$ cat config.mk
export PLATFORM = sky130hd
export DESIGN_NAME = hav_isqrt
export DESIGN_NICKNAME = d
export VERILOG_FILES = /design/src/rtl/hav_pkg.sv /design/src/rtl/hav_isqrt.sv
export SDC_FILE = /design/constraint.sdc
export NUM_CORES = 2
export LEC_CHECK = 0
export ABC_CLOCK_PERIOD_IN_PS = 8000
export BUFFER_PORTS_ARGS = -buffer_cell sky130_fd_sc_hd__buf_2
export CAP_MARGIN = 30
export CORE_UTILIZATION = 40
export CTS_BUF_LIST = sky130_fd_sc_hd__clkbuf_4
export CTS_CLUSTER_SIZE = 16
export DETAILED_ROUTE_END_ITERATION = 16
export PLACE_DENSITY = 0.67
export SYNTH_ARGS = -nofsm -noshare
export SYNTH_HDL_FRONTEND = slang
export SYNTH_SLANG_ARGS = --single-unit
export TNS_END_PERCENT = 100
$ cat constraint.sdc
create_clock -name clock -period 8 [get_ports clock]
set_input_delay 1.2 -clock clock [delete_from_list [all_inputs] [get_ports clock]]
set_output_delay 1.2 -clock clock [all_outputs]
set_load 0.005 [all_outputs]
$ cat src/rtl/hav_pkg.sv
// Package for the haversine distance pipeline: word type, fixed-point constants,
// pipeline latencies and the arctangent table function.
// Depends on nothing; every other file of the block imports it.
`default_nettype none

package hav_pkg;

   // Field widths of the two channels.
   localparam int LAT_W  = 31;
   localparam int LON_W  = 32;
   localparam int DIST_W = 25;

   // One 64-bit fixed-point word (Q60 angles, Q62 squares and so on).
   typedef logic [63:0] q60_type;

   localparam q60_type PI_Q60      = 64'h3243F6A8885A308D;
   localparam q60_type HALF_PI_Q60 = PI_Q60 >> 1;
   localparam q60_type ONE_Q60     = 64'd1 << 60;
   localparam q60_type ONE_Q62     = 64'd1 << 62;
   localparam q60_type TWO_R_M     = 64'd12745600;

   // Radians per input unit in Q92: pi in Q60, widened by 32 bits, over 1.8e9.
   localparam logic [127:0] RAD_WIDE = ({64'd0, PI_Q60} << 32) / 128'd1800000000;
   localparam q60_type      RAD_Q92  = RAD_WIDE[63:0];

   // Pipeline geometry.
   localparam int MUL_LAT       = 2;
   localparam int LEVEL_LAT     = 2 * MUL_LAT;
   localparam int HORNER_LEVELS = 13;
   localparam int TRIG_LAT      = MUL_LAT + LEVEL_LAT * HORNER_LEVELS + MUL_LAT + 1;
   localparam int SQRT_STEPS    = 32;
   localparam int VEC_STEPS     = 62;
   localparam int PIPE_DEPTH    = 1 + MUL_LAT + 1 + TRIG_LAT + 2 * MUL_LAT + 2
                                  + SQRT_STEPS + VEC_STEPS + MUL_LAT + 1;

   // Arctangent of 2^-idx in Q60, from the alternating series in Q62.
   function automatic q60_type atan_q60(input int idx);
      q60_type acc;
      q60_type term;
      int      e;
      acc = '0;
      if (idx == 0) begin
         return PI_Q60 >> 2;
      end
      for (int k = 0; k < 32; k++) begin
         e = 62 - idx * (2 * k + 1);
         if (e >= 0) begin
            term = (64'd1 << e) / 64'(2 * k + 1);
            if (k[0]) begin
               acc = acc - term;
            end else begin
               acc = acc + term;
            end
         end
      end
      return acc >> 2;
   endfunction

endpackage

`default_nettype wire

$ cat src/rtl/hav_isqrt.sv
// Integer square root of a 64-bit word, one result bit per pipeline stage.
// Depends on hav_pkg.
`default_nettype none

module hav_isqrt import hav_pkg::*; (
   input  logic        clock,
   input  logic        en,
   input  q60_type     radicand,
   output logic [31:0] root
);

   q60_type v_ff [0:SQRT_STEPS-1];
   q60_type r_ff [0:SQRT_STEPS-1];

   // Each stage tries one bit pair of the remainder.
   for (genvar j = 0; j < SQRT_STEPS; j++) begin : g_step
      localparam q60_type BIT = 64'd1 << (62 - 2 * j);

      q60_type v_prev, r_prev, cand;

      if (j == 0) begin : g_first
         assign v_prev = radicand;
         assign r_prev = '0;
      end else begin : g_next
         assign v_prev = v_ff[j-1];
         assign r_prev = r_ff[j-1];
      end

      assign cand = r_prev + BIT;

      always_ff @(posedge clock) begin
         if (en) begin
            if (v_prev >= cand) begin
               v_ff[j] <= v_prev - cand;
               r_ff[j] <= (r_prev >> 1) + BIT;
            end else begin
               v_ff[j] <= v_prev;
               r_ff[j] <= r_prev >> 1;
            end
         end
      end
   end

   assign root = r_ff[SQRT_STEPS-1][31:0];

endmodule

`default_nettype wire

==> results <==
- The die extent in x is 550.6 um.
- The net count of the finished layout is 10900.
- The summed area of non-filler cells in the final layout is 134500 um^2.
- Synthesis handed over a netlist of 9611 instances.
- In this design, the critical path's most frequently occurring cell is sky130_fd_sc_hd__o21ai_0.
- The sum of negative setup slack is 0 ns.
- The cell type group with the largest total delay on the critical path is compound AO/OA/AOI/OAI gates.
- The worst max-slew margin expressed relative to the limit is 0.2597.
- The weighted congestion reported at the end of routability-driven placement is 0.9262.
- The dominant register cell in the synthesized netlist is sky130_fd_sc_hd__edfxtp_1.
- The die footprint is 303200 um^2.
- OpenSTA, run right after detailed placement, puts the worst setup slack at 2.964 ns.
- Across the whole layout, storage elements account for 75430 um^2.
- The critical-path maximum fanout is 59.
- For this design the static power due to leakage is 50.77 nW.
- Of the available clock period, the critical path in the final layout requires 0.6364.
- The number of instances on the worst hold path is 1.
- The kind of start point of the critical path is a register.
- The buffer cell driving the clock tree root is sky130_fd_sc_hd__clkbuf_4.
- The data required time at the worst endpoint is 9.16 ns.
- Clock-pin slew was measured on the worst setup and hold paths at 0.07 ns.
- The floorplan step defined a core boundary enclosing 299500 um^2.
- Clock latency on the worst-skew pair, taken at its later pin, is 1.50 ns.
- For this run, the number of Yosys warnings is 0.
- Setup repair after global routing left no endpoint under its margin.
- The global-route congestion overflow total is 0.
- The switching power summed over all nets is 0.01130 W.
- Measured in cells, the most critical reg-to-reg path has a length of 12.
- The initial antenna violation count is 16.
- The number of routed nets with antenna violations is 0.
- The number of enable-type register cells in the synthesized netlist is 2512.
- The launch instance of the worst min-delay path is en.
- The H-tree generated during clock tree synthesis spans 6 levels.
- The start of the worst register-to-register path is v_ff[1][593].
- The timing-limited maximum frequency is 0.1964 GHz.
- The first global-routing pass estimated 453600 um of wire.
- Walking the worst path, the cells encountered are ha_1 -> nand3_1 -> nor3_1 -> o21ai_0 -> a21oi_1 -> o21ai_0 -> o21ai_0 -> a311oi_4 -> buf_4 -> nor4_1 -> o2111ai_1 -> o2bb2ai_1.
- Row generation in the floorplan step produced 201 rows.
- A synthesized cell averages 12.53 um^2.
- Of the total power, the share spent switching nets is 0.3091.
- The total clock buffers created by CTS is 645.
- In this run the tool buffered the top-level ports with 97 buffer cells.
- Setup violations remaining at the end of the flow were counted as 0.
- The maximum buffer depth of the clock tree is 4.
- For this run, the register share of the synthesized area comes to 0.6265.
- The starting DRC count in detailed routing is 7173.
- Of the total power, the clock network draws 0.294.
- The multi-input combinational cell area is 41610 um^2.
- The terminating pin of the worst hold path is v_ff[0][150].
- In the global route stage, overall resource usage came out at 0.1922.
- The post-synthesis instance area is 120400 um^2.
- The flow ran to the end, and the final reports show no timing, DRC or antenna violations.
- The CTS sink count is 2512.
- Relative to the synthesized area, the layout overhead comes to 11.74%.
- In the routed design, unresolved DRC markers number 0.
- Data on the critical path arrives at its endpoint at 6.25 ns.
- Summing over every cut layer, the via total after detailed routing is 79770.
- Synthesis inferred 2512 register bits.
- Measured along the y axis, the die boundary spans 550.6 um.
- The number of buffers inserted by post-CTS setup repair is 0.
- The worst-case register-to-register setup slack is 2.91 ns.
- The HPWL after detailed placement is 221500 um.
- STA classifies the critical path endpoint as a register.
- The type of the worst setup path is register to register.
- The worst setup slack after layout is 2.908 ns.
- The routed wire length per instance is 20.22 um.
- The final max-slew violation count is 0.
- Among all stages on the critical path, the largest delay is contributed by sky130_fd_sc_hd__nor4_1.
- The pin count of the biggest net entering global routing is 198.
- Across the run, the number of max-cap violations was 0.
- The number of endpoints with negative hold slack in the final report is 0.
- The routed design has 297100 um of wire.
- The fraction of final layout cells sized beyond drive strength 1 is 0.1205.
- Yosys mapped the design onto 96 distinct sky130hd cell types.
- The path class of the tightest hold or removal check is input pin to register.
- The number of buffers and inverters on the critical path is 1.
- The instance area after placement is 125800 um^2.
- The number of hold buffers added after CTS was 64.
- The top-level port count is 98.
- The capture point of the worst reg-to-reg path is v_ff[1][691].
- Dividing the detail-routed via count by the number of cells gives 5.430.
- The share of power burned in registers is 0.495.
- The TritonCTS clock tree is built.
- The number of optimization iterations in the first detailed-route pass is 8.
- The clock skew after layout is 0.1700 ns.
- The number of global-route vias before repair is 78820.
- The worst ir drop on vdd is 214.4 uV.
- The worst stage delay on the critical path is 0.81 ns.
- The power density over the cells is 271.8 nW/um^2.
- The number of gates resized after cts is 0.
- After layout, the minimum clock period comes to 5.092 ns.
- The layout has 27020 filler cells.
- At the pin with the least slew margin, the transition time is 1.110 ns.
- Counting every net in the synthesized netlist gives 10240.
- The internal portion of the total power is 0.02526 W.
- The fraction of power consumed by combinational cells is 0.211.
- For this run, asynchronously set or reset flops after synthesis account for 0.
- The starting utilization of the core area is 0.4020.
[per-stage QoR]
step                total power [W]  instances  hold slack, ns  utilization
global placement            0.02578      13500          0.4251       0.4193
detailed placement          0.02592      13520          0.4246       0.4200
floorplan                   0.02336       9611          0.4166            -
global route                0.03851      14690          0.1233       0.4492
finish                      0.03657      14690          0.2785       0.4492
CTS                         0.03685      14680         0.05027       0.4489
[layout by cell type (no fill, tap or decap), types with 53 or more instances in the layout]
| master | count |
|---|---|
| sky130_fd_sc_hd__buf_2 | 100 |
| sky130_fd_sc_hd__o21ai_0 | 535 |
| sky130_fd_sc_hd__inv_1 | 701 |
| sky130_fd_sc_hd__nor2_1 | 555 |
| sky130_fd_sc_hd__dlygate4sd3_1 | 64 |
| sky130_fd_sc_hd__o21a_1 | 100 |
| sky130_fd_sc_hd__a21o_1 | 242 |
| sky130_fd_sc_hd__nand2_1 | 695 |
| sky130_fd_sc_hd__xnor2_1 | 410 |
| sky130_fd_sc_hd__clkbuf_4 | 887 |
| sky130_fd_sc_hd__edfxtp_1 | 2512 |
| sky130_fd_sc_hd__xor2_1 | 468 |
| sky130_fd_sc_hd__nand2b_1 | 112 |
| sky130_fd_sc_hd__mux2_2 | 53 |
| sky130_fd_sc_hd__nor3_1 | 257 |
| sky130_fd_sc_hd__clkinv_1 | 132 |
| sky130_fd_sc_hd__ha_1 | 558 |
| sky130_fd_sc_hd__nor4_1 | 355 |
| sky130_fd_sc_hd__a21oi_1 | 532 |
| sky130_fd_sc_hd__nand3_1 | 165 |
| sky130_fd_sc_hd__nand4_1 | 142 |
| sky130_fd_sc_hd__or3_1 | 118 |
| sky130_fd_sc_hd__nor2b_1 | 64 |
| sky130_fd_sc_hd__or4_1 | 59 |
[flip-flops by register name (all words and copies together), names as in the netlist]
register / cells
r_ff: 528
v_ff: 1984
[metal layers]
| metal | global-route usage | part of all wire |
|---|---|---|
| met1 | 0.2416 | 0.41 |
| met2 | 0.3295 | 0.49 |
| met3 | 0.03327 | 0.064 |
| met4 | 0.07393 | 0.034 |
| met5 | 0 | 0.00017 |
[synth_stat cells, types with 142 or more instances]
| master | instances | share of area |
|---|---|---|
| sky130_fd_sc_hd__nand3_1 | 165 | 0.0069 |
| sky130_fd_sc_hd__ha_1 | 558 | 0.058 |
| sky130_fd_sc_hd__nand4_1 | 142 | 0.0074 |
| sky130_fd_sc_hd__o21ai_0 | 537 | 0.022 |
| sky130_fd_sc_hd__inv_1 | 701 | 0.022 |
| sky130_fd_sc_hd__a21oi_1 | 532 | 0.022 |
| sky130_fd_sc_hd__xnor2_1 | 410 | 0.030 |
| sky130_fd_sc_hd__nor4_1 | 359 | 0.019 |
| sky130_fd_sc_hd__xor2_1 | 468 | 0.034 |
| sky130_fd_sc_hd__nor2_1 | 556 | 0.017 |
| sky130_fd_sc_hd__edfxtp_1 | 2512 | 0.63 |
| sky130_fd_sc_hd__nor3_1 | 257 | 0.011 |
| sky130_fd_sc_hd__a21o_1 | 242 | 0.015 |
| sky130_fd_sc_hd__nand2_1 | 695 | 0.022 |
| sky130_fd_sc_hd__clkbuf_1 | 192 | 0.0060 |
[worst register-to-register path, stage by stage, from the launching register on]
cell	delay, ns
sky130_fd_sc_hd__edfxtp_1	0.41
sky130_fd_sc_hd__ha_1	0.38
sky130_fd_sc_hd__nand3_1	0.18
sky130_fd_sc_hd__nor3_1	0.57
sky130_fd_sc_hd__o21ai_0	0.38
sky130_fd_sc_hd__a21oi_1	0.33
sky130_fd_sc_hd__o21ai_0	0.20
sky130_fd_sc_hd__o21ai_0	0.69
sky130_fd_sc_hd__a311oi_4	0.16
sky130_fd_sc_hd__buf_4	0.33
sky130_fd_sc_hd__nor4_1	0.82
sky130_fd_sc_hd__o2111ai_1	0.22
sky130_fd_sc_hd__o2bb2ai_1	0.18
[how the worst max path moves through the flow]
stage	cells past startpoint	startpoint	end	slack [ns]
6_report	12	v_ff[1][593]	v_ff[1][691]	2.91
5_1_grt	13	r_ff[1][594]	v_ff[1][691]	2.52
4_1_cts	12	v_ff[1][593]	v_ff[1][691]	2.94
3_5_place_dp	12	v_ff[1][593]	v_ff[1][691]	2.96
3_3_place_gp	10	v_ff[1][109]	v_ff[1][187]	2.97
2_1_floorplan	4	en	r_ff[1][774]	2.93
[power by group through the flow]
stage	clock network (W)	logic [W]	registers, W
4_1_cts	0.0111	0.00767	0.0181
3_5_place_dp	0	0.00759	0.0183
6_report	0.0108	0.00771	0.0181
3_3_place_gp	0	0.00746	0.0183
5_1_grt	0.0117	0.00854	0.0182
2_1_floorplan	0	0.00572	0.0176
[layout make-up]
cell class              instances  share of cell area
diodes                          4          0.00007440
clock buffers                 887             0.04949
clock inverters               218             0.01016
inverters                     703             0.01961
multi-input cells            6182              0.3092
flip-flops and latches       2512              0.5606
well taps                    3958             0.03681
repair buffers                227             0.01398
[cells by family after synthesis]
kind of cell	count (synthesis)	synth area share
simple gates	2832	0.1214
fa+ha+maj	558	0.05799
buf+inv	917	0.02880
compound gates	1849	0.09555
xor+xnor	878	0.06387
mux	65	0.005954
flops	2512	0.6265
No activity file was read; power rests on OpenSTA's default activity.
